[config.mk]
export PLATFORM = sky130hd
export DESIGN_NAME = first_person_camera_step
export DESIGN_NICKNAME = d
export VERILOG_FILES = /design/src/fpc_pkg.sv /design/src/first_person_camera_step.sv /design/src/fpc_cordic.sv
export SDC_FILE = /design/constraint.sdc
export NUM_CORES = 2
export LEC_CHECK = 0
export BUFFER_PORTS_ARGS = -buffer_cell sky130_fd_sc_hd__buf_2
export CORE_MARGIN = 3
export CORE_UTILIZATION = 57
export DETAILED_ROUTE_END_ITERATION = 8
export PLACE_DENSITY_LB_ADDON = 0.12
export SYNTH_ARGS = -nofsm -noshare
export SYNTH_HDL_FRONTEND = slang
export SYNTH_SLANG_ARGS = --single-unit
[constraint.sdc]
create_clock -name clk -period 8.1 [get_ports clk]
set_input_delay 1.62 -clock clk [delete_from_list [all_inputs] [get_ports clk]]
set_output_delay 1.62 -clock clk [all_outputs]
set_load 0.1 [all_outputs]
[src/fpc_pkg.sv]
`timescale 1ns / 1ps
// ----------------------------------------------------------------------------
// fpc_pkg: shared types and constants of the camera step block
// Widths, CORDIC arctangent table, register indexes and the CORDIC
// request/response bundles.
// ----------------------------------------------------------------------------
package fpc_pkg;

	localparam int ANGLE_BITS   = 16;
	localparam int CORDIC_STEPS = 16;
	localparam int STEP_W       = (CORDIC_STEPS > 1) ? $clog2(CORDIC_STEPS) : 1;
	localparam int TURN_W       = 32;
	localparam int CW           = 33;
	localparam int VEC_W        = 16;
	localparam int POS_W        = 32;
	localparam int CUR_W        = 12;
	localparam int DIM_W        = 13;
	localparam int CFG_W        = 16;
	localparam int CFG_IDX_W    = 2;
	localparam int OFF_W        = 14;
	localparam int MUL_W        = 18;
	localparam int PROD_W       = 2 * MUL_W;
	localparam int N_KEYS       = 6;
	localparam int S_DATA_W     = 32;
	localparam int M_DATA_W     = 3 * POS_W + 8 * VEC_W;

	localparam logic signed [CW-1:0]    TURN_Q30_GAIN = 33'sd652032874;
	localparam logic signed [VEC_W-1:0] Q14_ONE       = 16'sd16384;

	typedef enum logic [CFG_IDX_W-1:0] {
		REG_LOOK_GAIN,
		REG_MOVE_SPEED,
		REG_SCREEN_WIDTH,
		REG_SCREEN_HEIGHT
	} cfg_reg_t;

	typedef struct packed {
		logic              start;
		logic [TURN_W-1:0] angle;
	} cordic_req_t;

	typedef struct packed {
		logic                    done;
		logic signed [VEC_W-1:0] sin_v;
		logic signed [VEC_W-1:0] cos_v;
	} cordic_rsp_t;

	// arctangent of 2^-i as a 32-bit turn fraction
	function automatic logic [29:0] atan_turn(input logic [4:0] idx);
		logic [29:0] v;
		case (idx)
			5'd0:    v = 30'd536870912;
			5'd1:    v = 30'd316933406;
			5'd2:    v = 30'd167458907;
			5'd3:    v = 30'd85004756;
			5'd4:    v = 30'd42667331;
			5'd5:    v = 30'd21354465;
			5'd6:    v = 30'd10679838;
			5'd7:    v = 30'd5340245;
			5'd8:    v = 30'd2670163;
			5'd9:    v = 30'd1335087;
			5'd10:   v = 30'd667544;
			5'd11:   v = 30'd333772;
			5'd12:   v = 30'd166886;
			5'd13:   v = 30'd83443;
			5'd14:   v = 30'd41722;
			5'd15:   v = 30'd20861;
			5'd16:   v = 30'd10430;
			5'd17:   v = 30'd5215;
			5'd18:   v = 30'd2608;
			5'd19:   v = 30'd1304;
			5'd20:   v = 30'd652;
			5'd21:   v = 30'd326;
			5'd22:   v = 30'd163;
			5'd23:   v = 30'd81;
			default: v = 30'd0;
		endcase
		return v;
	endfunction

endpackage

[src/first_person_camera_step.sv]
`timescale 1ns / 1ps
// ----------------------------------------------------------------------------
// first_person_camera_step: mouselook and movement update of a camera
// Input transaction (s_*): cursor position and six movement keys. Output
// transaction (m_*): Q16.16 position and the forward, right and up vectors
// in Q1.14. Configuration: cfg_we/cfg_index/cfg_data write look gain, move
// speed, screen width and height; write them only while the block is idle.
// The block takes one transaction at a time. Its time is set by the one
// CORDIC unit, run once for yaw and once for pitch, and by the one 18x18
// multiplier that serves look deltas, vector products and the nine
// movement terms in turn. s_tready is high only between items.
// Reset clears yaw, pitch and position and loads the register defaults
// (gain 64, speed 256, 1024 x 768).
// A stalled receiver keeps the result in the output register; the block
// still accepts and computes the next item, then holds until that register
// is free.
// ----------------------------------------------------------------------------
module first_person_camera_step import fpc_pkg::*; (
	input  logic                 clk,
	input  logic                 arst_n,
	input  logic                 s_tvalid,
	output logic                 s_tready,
	// cursor_x[11:0], cursor_y[23:12], key_forward[24], key_backward[25],
	// key_left[26], key_right[27], key_up[28], key_down[29], zero[31:30]
	input  logic [S_DATA_W-1:0]  s_tdata,
	output logic                 m_tvalid,
	input  logic                 m_tready,
	// pos_x[31:0], pos_y[63:32], pos_z[95:64], fwd_x[111:96], fwd_y[127:112],
	// fwd_z[143:128], side_x[159:144], side_z[175:160], upv_x[191:176],
	// upv_y[207:192], upv_z[223:208]
	output logic [M_DATA_W-1:0]  m_tdata,
	input  logic                 cfg_we,
	input  logic [CFG_IDX_W-1:0] cfg_index,
	input  logic [CFG_W-1:0]     cfg_data
);

	typedef enum logic [3:0] {
		S_IDLE, S_LOOK_X, S_LOOK_Y, S_PITCH,
		S_TRIG_Y, S_WAIT_Y, S_TRIG_P, S_WAIT_P,
		S_PMUL, S_PTAKE, S_MMUL, S_MRND, S_MADD, S_MSUB, S_OUT
	} state_t;

	localparam int KEY_FWD   = 0;
	localparam int KEY_BWD   = 1;
	localparam int KEY_LEFT  = 2;
	localparam int KEY_RIGHT = 3;
	localparam int KEY_UP    = 4;
	localparam int KEY_DOWN  = 5;

	localparam logic [1:0] VEC_FWD  = 2'd0;
	localparam logic [1:0] VEC_SIDE = 2'd1;
	localparam logic [1:0] VEC_UP   = 2'd2;

	localparam int N_COMP = 9;
	localparam int PSUM_W = PROD_W - 8;

	localparam logic signed [PSUM_W-1:0] PITCH_LIM = PSUM_W'(2 ** (ANGLE_BITS - 2));
	localparam logic signed [PSUM_W-1:0] PITCH_NEG = -PITCH_LIM;
	localparam logic signed [POS_W-1:0]  POS_MAX   = 32'sh7FFFFFFF;
	localparam logic signed [POS_W-1:0]  POS_MIN   = 32'sh80000000;

	state_t                       state_q;
	logic                         m_valid_q;
	logic [M_DATA_W-1:0]          m_data_q;
	logic [1:0]                   j_q, v_q, k_q;
	logic [3:0]                   m_q;

	logic [CFG_W-1:0]             look_gain_q, move_speed_q;
	logic [DIM_W-1:0]             screen_width_q, screen_height_q;

	logic [ANGLE_BITS-1:0]        yaw_q;
	logic signed [ANGLE_BITS-1:0] pitch_q;
	logic signed [POS_W-1:0]      pos_q [3];

	logic [CUR_W-1:0]             cur_x_q, cur_y_q;
	logic [N_KEYS-1:0]            keys_q;
	logic signed [PROD_W-1:0]     prod_q;
	logic signed [PROD_W-7:0]     d_q;
	logic signed [VEC_W-1:0]      sy_q, cy_q, sp_q, cp_q;
	logic signed [VEC_W-1:0]      vec_q [N_COMP];

	logic signed [OFF_W-1:0]      off_x, off_y;
	logic signed [MUL_W-1:0]      mul_a, mul_b;
	logic signed [PROD_W-1:0]     mul_p;
	logic signed [PROD_W-10:0]    dpitch;
	logic signed [PSUM_W-1:0]     p_sum;
	logic [ANGLE_BITS-1:0]        pitch_next;
	logic [PROD_W-1:0]            p14, rnd6;
	logic signed [VEC_W-1:0]      r14;
	logic signed [POS_W:0]        pos_ext, d_ext, mv_sum;
	logic signed [POS_W-1:0]      mv_sat;
	logic                         key_plus, key_minus;
	cordic_req_t                  cdc_req;
	cordic_rsp_t                  cdc_rsp;

	assign s_tready = (state_q == S_IDLE);
	assign m_tvalid = m_valid_q;
	assign m_tdata  = m_data_q;

	always_ff @(posedge clk or negedge arst_n) begin
		if (!arst_n) begin
			look_gain_q     <= 16'd64;
			move_speed_q    <= 16'd256;
			screen_width_q  <= 13'd1024;
			screen_height_q <= 13'd768;
		end else if (cfg_we) begin
			unique case (cfg_reg_t'(cfg_index))
				REG_LOOK_GAIN:     look_gain_q     <= cfg_data;
				REG_MOVE_SPEED:    move_speed_q    <= cfg_data;
				REG_SCREEN_WIDTH:  screen_width_q  <= cfg_data[DIM_W-1:0];
				REG_SCREEN_HEIGHT: screen_height_q <= cfg_data[DIM_W-1:0];
				default: ;
			endcase
		end
	end

	assign off_x = signed'({1'b0, screen_width_q}) - signed'({1'b0, cur_x_q, 1'b0});
	assign off_y = signed'({1'b0, screen_height_q}) - signed'({1'b0, cur_y_q, 1'b0});

	always_comb begin
		mul_a = '0;
		mul_b = '0;
		unique case (state_q)
			S_LOOK_X: begin
				mul_a = signed'({2'b00, look_gain_q});
				mul_b = MUL_W'(off_x);
			end
			S_LOOK_Y: begin
				mul_a = signed'({2'b00, look_gain_q});
				mul_b = MUL_W'(off_y);
			end
			S_PMUL: begin
				unique case (j_q)
					2'd0: begin mul_a = MUL_W'(cp_q); mul_b = MUL_W'(sy_q); end
					2'd1: begin mul_a = MUL_W'(cp_q); mul_b = MUL_W'(cy_q); end
					2'd2: begin mul_a = MUL_W'(sy_q); mul_b = MUL_W'(sp_q); end
					2'd3: begin mul_a = MUL_W'(cy_q); mul_b = MUL_W'(sp_q); end
					default: ;
				endcase
			end
			S_MMUL: begin
				mul_a = MUL_W'(vec_q[m_q]);
				mul_b = signed'({2'b00, move_speed_q});
			end
			default: ;
		endcase
	end

	assign mul_p = mul_a * mul_b;

	assign dpitch = prod_q[PROD_W-1:9];
	assign p_sum  = PSUM_W'(pitch_q) + PSUM_W'(dpitch);

	always_comb begin
		priority if (p_sum > PITCH_LIM)
			pitch_next = PITCH_LIM[ANGLE_BITS-1:0];
		else if (p_sum < PITCH_NEG)
			pitch_next = PITCH_NEG[ANGLE_BITS-1:0];
		else
			pitch_next = p_sum[ANGLE_BITS-1:0];
	end

	assign p14  = prod_q + 36'sd8192;
	assign r14  = p14[29:14];
	assign rnd6 = prod_q + 36'sd32;

	assign pos_ext = (POS_W+1)'(pos_q[k_q]);
	assign d_ext   = (POS_W+1)'(d_q);
	assign mv_sum  = (state_q == S_MSUB) ? (pos_ext - d_ext) : (pos_ext + d_ext);

	always_comb begin
		priority if (mv_sum[POS_W] != mv_sum[POS_W-1])
			mv_sat = mv_sum[POS_W] ? POS_MIN : POS_MAX;
		else
			mv_sat = mv_sum[POS_W-1:0];
	end

	always_comb begin
		unique case (v_q)
			VEC_FWD: begin
				key_plus  = keys_q[KEY_FWD];
				key_minus = keys_q[KEY_BWD];
			end
			VEC_SIDE: begin
				key_plus  = keys_q[KEY_RIGHT];
				key_minus = keys_q[KEY_LEFT];
			end
			VEC_UP: begin
				key_plus  = keys_q[KEY_UP];
				key_minus = keys_q[KEY_DOWN];
			end
			default: begin
				key_plus  = 1'b0;
				key_minus = 1'b0;
			end
		endcase
	end

	always_comb begin
		cdc_req.start = (state_q == S_TRIG_Y) || (state_q == S_TRIG_P);
		cdc_req.angle = (state_q == S_TRIG_P)
			? {pitch_q, {(TURN_W - ANGLE_BITS){1'b0}}}
			: {yaw_q, {(TURN_W - ANGLE_BITS){1'b0}}};
	end

	fpc_cordic u_cordic (
		.clk    (clk),
		.arst_n (arst_n),
		.req    (cdc_req),
		.rsp    (cdc_rsp)
	);

	always_ff @(posedge clk or negedge arst_n) begin
		if (!arst_n) begin
			state_q   <= S_IDLE;
			m_valid_q <= 1'b0;
			m_data_q  <= '0;
			j_q       <= '0;
			v_q       <= '0;
			k_q       <= '0;
			m_q       <= '0;
			yaw_q     <= '0;
			pitch_q   <= '0;
			pos_q[0]  <= '0;
			pos_q[1]  <= '0;
			pos_q[2]  <= '0;
		end else begin
			if (m_valid_q && m_tready && state_q != S_OUT)
				m_valid_q <= 1'b0;
			unique case (state_q)
				S_IDLE:   if (s_tvalid) state_q <= S_LOOK_X;
				S_LOOK_X: state_q <= S_LOOK_Y;
				S_LOOK_Y: begin
					yaw_q   <= yaw_q + prod_q[9 +: ANGLE_BITS];
					state_q <= S_PITCH;
				end
				S_PITCH: begin
					pitch_q <= pitch_next;
					state_q <= S_TRIG_Y;
				end
				S_TRIG_Y: state_q <= S_WAIT_Y;
				S_WAIT_Y: if (cdc_rsp.done) state_q <= S_TRIG_P;
				S_TRIG_P: state_q <= S_WAIT_P;
				S_WAIT_P: begin
					if (cdc_rsp.done) begin
						j_q     <= '0;
						state_q <= S_PMUL;
					end
				end
				S_PMUL: state_q <= S_PTAKE;
				S_PTAKE: begin
					if (j_q == 2'd3) begin
						v_q     <= VEC_FWD;
						k_q     <= '0;
						m_q     <= '0;
						state_q <= S_MMUL;
					end else begin
						j_q     <= j_q + 1'b1;
						state_q <= S_PMUL;
					end
				end
				S_MMUL: state_q <= S_MRND;
				S_MRND: state_q <= S_MADD;
				S_MADD: begin
					if (key_plus)
						pos_q[k_q] <= mv_sat;
					state_q <= S_MSUB;
				end
				S_MSUB: begin
					if (key_minus)
						pos_q[k_q] <= mv_sat;
					if (m_q == 4'(N_COMP - 1)) begin
						state_q <= S_OUT;
					end else begin
						m_q <= m_q + 1'b1;
						if (k_q == 2'd2) begin
							k_q <= '0;
							v_q <= v_q + 1'b1;
						end else begin
							k_q <= k_q + 1'b1;
						end
						state_q <= S_MMUL;
					end
				end
				S_OUT: begin
					if (!m_valid_q || m_tready) begin
						m_valid_q <= 1'b1;
						m_data_q  <= {vec_q[8], vec_q[7], vec_q[6], vec_q[5], vec_q[3],
							vec_q[2], vec_q[1], vec_q[0], pos_q[2], pos_q[1], pos_q[0]};
						state_q   <= S_IDLE;
					end
				end
				default: state_q <= S_IDLE;
			endcase
		end
	end

	always_ff @(posedge clk) begin
		prod_q <= mul_p;
		if (s_tvalid && s_tready) begin
			cur_x_q <= s_tdata[CUR_W-1:0];
			cur_y_q <= s_tdata[2*CUR_W-1:CUR_W];
			keys_q  <= s_tdata[2*CUR_W +: N_KEYS];
		end
		if (state_q == S_WAIT_Y && cdc_rsp.done) begin
			sy_q     <= cdc_rsp.sin_v;
			cy_q     <= cdc_rsp.cos_v;
			vec_q[3] <= -cdc_rsp.cos_v;
			vec_q[5] <= cdc_rsp.sin_v;
		end
		if (state_q == S_WAIT_P && cdc_rsp.done) begin
			sp_q     <= cdc_rsp.sin_v;
			cp_q     <= cdc_rsp.cos_v;
			vec_q[1] <= cdc_rsp.sin_v;
			vec_q[4] <= '0;
			vec_q[7] <= cdc_rsp.cos_v;
		end
		if (state_q == S_PTAKE) begin
			unique case (j_q)
				2'd0: vec_q[0] <= r14;
				2'd1: vec_q[2] <= r14;
				2'd2: vec_q[6] <= -r14;
				2'd3: vec_q[8] <= -r14;
				default: ;
			endcase
		end
		if (state_q == S_MRND)
			d_q <= rnd6[PROD_W-1:6];
	end

endmodule

[src/fpc_cordic.sv]
`timescale 1ns / 1ps
// ----------------------------------------------------------------------------
// fpc_cordic: iterative sine/cosine unit
// One rotation step per cycle on a 33-bit datapath, then rounding to Q1.14.
// ----------------------------------------------------------------------------
module fpc_cordic import fpc_pkg::*; (
	input  logic        clk,
	input  logic        arst_n,
	input  cordic_req_t req,
	output cordic_rsp_t rsp
);

	typedef enum logic [1:0] {C_IDLE, C_RUN, C_FIN} cstate_t;

	localparam logic signed [CW-1:0]    QUARTER_TURN = 33'sh040000000;
	localparam logic signed [CW-1:0]    HALF_TURN    = 33'sh080000000;
	localparam logic signed [CW-1:0]    RND_HALF     = 33'sd32768;
	localparam logic signed [CW-17:0]   TOP_ONE      = (CW-16)'(Q14_ONE);
	localparam logic signed [CW-17:0]   TOP_NEG_ONE  = -TOP_ONE;
	localparam logic signed [VEC_W-1:0] NEG_ONE      = -Q14_ONE;

	cstate_t                 state_q;
	logic                    done_q;
	logic                    neg_q;
	logic [STEP_W-1:0]       i_q;
	logic signed [CW-1:0]    x_q, y_q, z_q;
	logic signed [VEC_W-1:0] s_q, c_q;

	logic signed [CW-1:0]    a_in, a_red;
	logic                    red_neg;
	logic signed [CW-1:0]    x_sh, y_sh, atan_v;
	logic signed [CW-1:0]    x_rnd, y_rnd;
	logic signed [CW-17:0]   x_top, y_top;
	logic signed [VEC_W-1:0] x_sat, y_sat;

	always_comb begin
		a_in    = CW'(signed'(req.angle));
		a_red   = a_in;
		red_neg = 1'b0;
		priority if (a_in > QUARTER_TURN) begin
			a_red   = a_in - HALF_TURN;
			red_neg = 1'b1;
		end else if (a_in < -QUARTER_TURN) begin
			a_red   = a_in + HALF_TURN;
			red_neg = 1'b1;
		end else begin
			a_red   = a_in;
		end
	end

	assign x_sh   = x_q >>> i_q;
	assign y_sh   = y_q >>> i_q;
	assign atan_v = signed'({3'b000, atan_turn(5'(i_q))});

	assign x_rnd = x_q + RND_HALF;
	assign y_rnd = y_q + RND_HALF;
	assign x_top = x_rnd[CW-1:16];
	assign y_top = y_rnd[CW-1:16];

	always_comb begin
		priority if (x_top > TOP_ONE)
			x_sat = Q14_ONE;
		else if (x_top < TOP_NEG_ONE)
			x_sat = NEG_ONE;
		else
			x_sat = VEC_W'(x_top);
		priority if (y_top > TOP_ONE)
			y_sat = Q14_ONE;
		else if (y_top < TOP_NEG_ONE)
			y_sat = NEG_ONE;
		else
			y_sat = VEC_W'(y_top);
	end

	always_ff @(posedge clk or negedge arst_n) begin
		if (!arst_n) begin
			state_q <= C_IDLE;
			done_q  <= 1'b0;
		end else begin
			done_q <= 1'b0;
			unique case (state_q)
				C_IDLE: if (req.start) state_q <= C_RUN;
				C_RUN:  if (i_q == STEP_W'(CORDIC_STEPS - 1)) state_q <= C_FIN;
				C_FIN: begin
					done_q  <= 1'b1;
					state_q <= C_IDLE;
				end
				default: state_q <= C_IDLE;
			endcase
		end
	end

	always_ff @(posedge clk) begin
		unique case (state_q)
			C_IDLE: begin
				if (req.start) begin
					x_q   <= TURN_Q30_GAIN;
					y_q   <= '0;
					z_q   <= a_red;
					neg_q <= red_neg;
					i_q   <= '0;
				end
			end
			C_RUN: begin
				if (!z_q[CW-1]) begin
					x_q <= x_q - y_sh;
					y_q <= y_q + x_sh;
					z_q <= z_q - atan_v;
				end else begin
					x_q <= x_q + y_sh;
					y_q <= y_q - x_sh;
					z_q <= z_q + atan_v;
				end
				i_q <= i_q + 1'b1;
			end
			C_FIN: begin
				c_q <= x_sat;
				s_q <= y_sat;
			end
			default: ;
		endcase
	end

	always_comb begin
		rsp.done  = done_q;
		rsp.sin_v = neg_q ? -s_q : s_q;
		rsp.cos_v = neg_q ? -c_q : c_q;
	end

endmodule

==> After elaboration in Yosys (flattened, before gate mapping) <==
Memory sizes are Yosys's and may differ from the RTL's. A register that Yosys moved wholly into a read port is not among the register bits.
Cells that the tools add are included.
{ "totals": {"out_inout_bits": 226, "romBits": 480, "n_memories": 2, "ff_bits": 724, "elab_cells": 271, "ramBits": 144, "input_bits": 55} }
{ "classes": {"reduce_logical": 50, "mul": 1, "add_sub_neg": 27, "n_bitwise": 1, "shifts": 2, "eq_ne": 41, "order_cmp": 10, "muxes": 101} }
{ "mem_list": {"columns": ["memory", "depth", "word_bits", "read_ports", "rd_ports_with_merged_regs", "wr", "line_no", "rtl"], "rows": [
  ["(name not given)", 16, 30, 1, 1, 0, "fpc_pkg.sv:51", "case (idx)"],
  ["vec_q", 9, 16, 9, 8, 3, "first_person_camera_step.sv:80", "logic signed [VEC_W-1:0] vec_q [N_COMP];"]
]} }
{ "op_table": {"columns": ["op", "n"], "rows": [
  ["two-way mux 33 bit", 9],
  ["case mux 33 bit (2 select lines)", 3],
  ["two-way mux 16 bit", 12],
  ["two-way mux 32 bit", 6],
  ["two-way mux 96 bit", 2],
  ["case mux 96 bit (2 select lines)", 1],
  ["case mux 18 bit (3 select lines)", 3],
  ["bitwise mux 96 bit", 1],
  ["OR reduction 16 bit", 6],
  ["case mux 18 bit (4 select lines)", 1],
  ["adder 33 x 17 -> 33 bit, second input constant", 2],
  ["adder 33 bit", 2],
  [">>> shifter 33 x 4 -> 33 bit", 2],
  ["subtractor 33 bit", 2],
  ["binary-select mux 32 bit (select 2 bit)", 1],
  ["demux 32 bit (select 2 bit)", 1],
  ["negator 16 bit", 4],
  ["case mux 4 bit (15 select lines)", 1],
  ["two-way mux 4 bit", 14],
  ["adder 36 x 7 -> 36 bit, second input constant", 1],
  ["== test 4 bit, second input constant", 9],
  ["multiplier 18 x 18 -> 36 bit", 1],
  ["> comparator 17 x 16 -> 1 bit, second input constant", 2],
  ["< comparator 17 x 15 -> 1 bit, second input constant", 2],
  ["other kinds (44)", 145]
]} }

==> Logic depth before layout (Yosys ltp) <==
{ "depth": {"word_depth": 11, "depth_mapped": 39, "mapped_depth_nobuf": 37} }

==> Modules after synthesis <==
From an unflattened synthesis, not the netlist that was laid out.
{ "unflattened": {"cells_unflattened": 6397, "area_unflattened_um2": 63190.6} }
{ "modules_own_cells": {"columns": ["mod", "seq_area_each_um2", "area_per_inst_um2", "cells_per_inst", "instances"], "rows": [
  ["first_person_camera_step", 17357.9, 44438.9, 4214, 1],
  ["fpc_cordic", 4759.6, 18751.7, 2183, 1]
]} }

==> Least setup slack after synthesis <==
OpenSTA, ideal clock, no wires.
{ "synth_timing": {"path_type": "reg2reg", "startpoint": "register screen_height_q[1]", "endpoint": "register prod_q[35]", "required_time_ps": 7979, "path_stages_with_launch": 37, "path_buffers": 2, "setup_time_ps": 121, "period_less_slack_ps": 8465, "arrival_ps": 8344, "setup_slack_ps": -365, "cell_sequence": "dfrtp_1 > inv_1 > ha_1 > fa_1 > nor2b_1 > o21ai_0 > a21boi_0 > o21ai_0 > a21boi_0 > o21ai_0 > a21oi_1 > or4b_2 > and4_1 > clkbuf_1 > inv_1 > clkbuf_1 > and2_1 > fa_1 > fa_1 > fa_1 > fa_1 > fa_1 > inv_1 > fa_1 > inv_1 > ha_1 > and3_1 > and3_1 > nand2_1 > a21o_1 > a31o_2 > o31ai_1 > a21o_1 > a21oi_1 > o211ai_1 > a21oi_1 > xnor2_1"} }
{ "synth_via": {"elab_chain_cells": 3} }
{ "synth_lines": {"columns": ["element", "line_no", "rtl"], "rows": [
  ["from (decl)", "first_person_camera_step.sv:69", "logic [DIM_W-1:0] screen_width_q, screen_height_q;"],
  ["from (signal assigned)", "first_person_camera_step.sv:111", "REG_SCREEN_HEIGHT: screen_height_q <= cfg_data[DIM_W-1:0];"],
  ["subtractor 13 x 13 -> 14 bit", "first_person_camera_step.sv:118", "assign off_y = signed'({1'b0, screen_height_q}) - signed'({1'b0, cur_y_q, 1'b0});"],
  ["case mux 18 bit (4 select lines)", "first_person_camera_step.sv:123", "unique case (state_q)"],
  ["multiplier 18 x 18 -> 36 bit", "first_person_camera_step.sv:149", "assign mul_p = mul_a * mul_b;"],
  ["via mul_p[35]", "first_person_camera_step.sv:84", "logic signed [PROD_W-1:0] mul_p;"],
  ["to (signal assigned)", "first_person_camera_step.sv:299", "prod_q <= mul_p;"],
  ["to (decl)", "first_person_camera_step.sv:77", "logic signed [PROD_W-1:0] prod_q;"]
]} }
The timed path passes the listed nets, and every way through them passes these cells.
A chain may end at the register's enable or synchronous reset.

==> Worst setup path after layout <==
{ "layout_timing": {"startpoint": "register screen_width_q[1]", "endpoint": "register prod_q[35]"} }
{ "layout_via": {"elab_chain_cells": 3} }
{ "layout_lines": {"columns": ["element", "line_no", "rtl"], "rows": [
  ["from (decl)", "first_person_camera_step.sv:69", null],
  ["from (signal assigned)", "first_person_camera_step.sv:110", "REG_SCREEN_WIDTH: screen_width_q <= cfg_data[DIM_W-1:0];"],
  ["subtractor 13 x 13 -> 14 bit", "first_person_camera_step.sv:117", "assign off_x = signed'({1'b0, screen_width_q}) - signed'({1'b0, cur_x_q, 1'b0});"],
  ["case mux 18 bit (4 select lines)", "first_person_camera_step.sv:123", null],
  ["multiplier 18 x 18 -> 36 bit", "first_person_camera_step.sv:149", null],
  ["via mul_p[35]", "first_person_camera_step.sv:84", null]
]} }
The timed path passes the listed nets, and every way through them passes these cells.

==> impl_metrics.ini <==
[run_status]
status = finished, violations left
violations = setup timing

[global_route]
grt_max_degree = 165
track_usage = 0.312
grt_pass1_wl_um = 273000
grt_pass1_vias = 47300
globalRouteOverflowTotal = 0
antenna_found_initial = 6

[power]
switching_share = 0.220
switching_power_mw = 2.03
p_leak_nw = 32.1
pwr-share-clk = 0.482
power_frac_comb = 0.037
p_int_mw = 7.19
seqPwrFrac = 0.481
peakVddDrop_v = 0.000160
total_power_mw = 9.23
powerDensity_nw_per_um2 = 131

[clock_tree]
clockRootBuffer = clkbuf_16
clkLatencyLatePin_ps = 700
hold_buffers = 0
cts_buffers = 92
clockBufferDepth = 3
cts_sinks = 828
h-tree-depth = 3
cts_tree = yes
cts.clk_slew.worst_paths_ps = 60

[detailed_routing]
post_drt_wl_per_cell_um = 21.9
drc = 0
first_iter_violations = 4555
first_pass_iters = 7
drt.antenna.violating_nets = 0
wirelength_um = 177000
vias_per_cell = 6.02
route.vias.total = 48900

[cells_and_area]
design_area_um2 = 70400
nets = 7339
n_fill_cell = 8466
drive_above_1_share = 0.199
syn_to_final_growth_pct = 14.2
antenna_cells = 0

[floorplanning]
core_area_um2 = 106000
num_rows = 119
num_io_pins = 281
initial_utilization = 0.580
die_w_um = 335
die_h_um = 335
die_area_um2 = 112000

[flow_run]
maxCapViolCount = 0

[logic_synthesis]
yosysSeqAreaShare = 0.359
yosysMostFrequentCell = nand2_1
synth_edf_count = 339
yosysTopAreaCell = dfrtp_1
ys_async_sr_fraction = 0.517
synth_seq_cells = 828
syn-cell-area_um2 = 61600
synth.top_cell.area_share = 0.172
postSynthAreaPerCell_um2 = 9.91
yosysUniqueCellTypes = 97
synth_fp_nets = 6908
ys_warn_count = 0
netlist_top_cells_count = 664 x nand2_1, 538 x nor2_1, 520 x inv_1
postSynthCellCount = 6215
synth.area.top_cells = dfrtp_1 17%, edfxtp_1 17%, fa_1 11%, ha_1 6.3%, mux2_2 5.6%
synth-main-ff-cell = dfrtp_1

[sta]
hold_slack_ps = 498
setup_slack_ps = -113
finalClockSkew_ps = 65.6
period_share = 1.01
setup_viol = 4
maxSlewHeadroom = 0.204
hold_violations = 0
fmax_mhz = 122
slew_viol_final = 0
rsz0062_at_grt = yes
fin_crit_ps = 8210
tightest_slew_ps = 1190

[critical_path]
cp.required_ps = 8620
path_class = register to register
crit_slowest_cell = fa_2
setup.worst_path.start_class = register
cpPeakStageDelay_ps = 540
end_kind = register
arrival_ps = 8740
cp_max_fo = 5
cp_common_cell = fa_1

[place]
gp_congestion = 0.980
hpwl_um = 137000
placed_cell_area_um2 = 66200
io_buffers = 278

[worst_hold_path]
hp-class = register to register
[metrics by stage]
| stage | setup TNS, ps | setup slack, ps | instances | utilization |
|---|---|---|---|---|
| after detailed placement | -5470 | -748 | 7908 | 0.622 |
| after global routing | -1680 | -391 | 8117 | 0.662 |
| after CTS | 0 | 0.507 | 8100 | 0.658 |
| final | -223 | -113 | 8117 | 0.662 |
| after global placement | -3640 | -565 | 7908 | 0.622 |
| after floorplan | 0 | 21.8 | 6215 | - |
[area by class of cell]
cell class | instances | area [µm²] | area share
Multi-Input combinational cell | 4580 | 37100 | 0.527
Sequential cell | 828 | 22100 | 0.314
Timing Repair Buffer | 621 | 4180 | 0.0594
Clock buffer | 137 | 2750 | 0.0391
Inverter | 523 | 1970 | 0.0279
Tap cell | 1391 | 1740 | 0.0247
Clock inverter | 37 | 514 | 0.00731
[layout by cell type, fill, tap and decap left out, drive strengths merged, types with 61 or more instances in the layout]
| master | count |
|---|---|
| xnor2 | 257 |
| a21oi | 376 |
| and2 | 80 |
| fa | 326 |
| buf | 621 |
| dfxtp | 61 |
| edfxtp | 339 |
| nor2 | 540 |
| o21ai | 337 |
| a21o | 98 |
| ha | 312 |
| mux2 | 306 |
| xor2 | 189 |
| dfrtp | 423 |
| nor3 | 96 |
| nand3 | 81 |
| mux4 | 88 |
| mux2i | 98 |
| clkbuf | 137 |
| nand2 | 665 |
| inv | 525 |
[worst max-delay path: cells and delay by family, from the launching register on]
| kind | cells | cell delay [ps] |
|---|---|---|
| fa+ha+maj | 9 | 3820 |
| buf+inv | 7 | 570 |
| compound gates | 15 | 2330 |
| simple gates | 6 | 830 |
| flops | 1 | 340 |
| xor+xnor | 1 | 120 |
[routing by layer]
layer	global-route usage	vias up	routed length, µm
li1	-	22400	-
met1	0.439	24200	74800
met2	0.506	1896	83200
met3	0.0470	313	13800
met4	0.0911	2	5560
met5	0	-	15
[repair_timing]
action                     CTS  global route
setup buffers               18            19
resized for setup          104            74
gates cloned                 2             0
setup endpoints to repair   16            14
pin swaps                  117           113
[state kept, by name, indices dropped and copies added, names as in the netlist, 16 cells and up]
signal,flops
vec_q,111
d_q,30
pitch_q,16
move_speed_q,16
u_cordic.x_q,33
pos_q,96
cy_q,16
u_cordic.z_q,33
look_gain_q,16
u_cordic.c_q,16
cp_q,16
m_tdata,224
u_cordic.s_q,16
yaw_q,16
u_cordic.y_q,33
u_cordic.atan_v,30
prod_q,31
[power groups by stage]
| stage | Combinational [mW] | Clock [mW] | Sequential, mW |
|---|---|---|---|
| 2_1_floorplan | 0.158 | 0 | 4.50 |
| 3_5_place_dp | 0.282 | 0 | 4.52 |
| 4_1_cts | 0.316 | 4.51 | 4.43 |
| 6_report | 0.339 | 4.45 | 4.44 |
| 3_3_place_gp | 0.275 | 0 | 4.51 |
| 5_1_grt | 0.369 | 4.69 | 4.44 |
[path summary, 6_finish.rpt]
path,endpoint,slack [ps],cells past startpoint,start
max,prod_q[35],-110,38,screen_width_q[1]
max in group asynchronous,screen_width_q[9],5610,2,arst_n
min,m_tdata[136],500,1,vec_q[2][8]
max reg2reg,prod_q[35],-110,38,screen_width_q[1]
min in group asynchronous,m_tdata[80],990,1,arst_n
min reg2reg,m_tdata[136],500,1,vec_q[2][8]
[cells by family (layout without fill, tap and decap cells)]
logic type,Yosys count,count (layout),synth area share
DFF,828,828,0.359
buffers and inverters,807,1318,0.0506
and+or+nand+nor,1770,1770,0.129
xor gates and xnor gates,446,446,0.0634
AOI/OAI and AO/OA,1230,1230,0.123
adders and majority gates,642,642,0.170
muxes,492,492,0.105
Power figures use the tool's default switching activity.
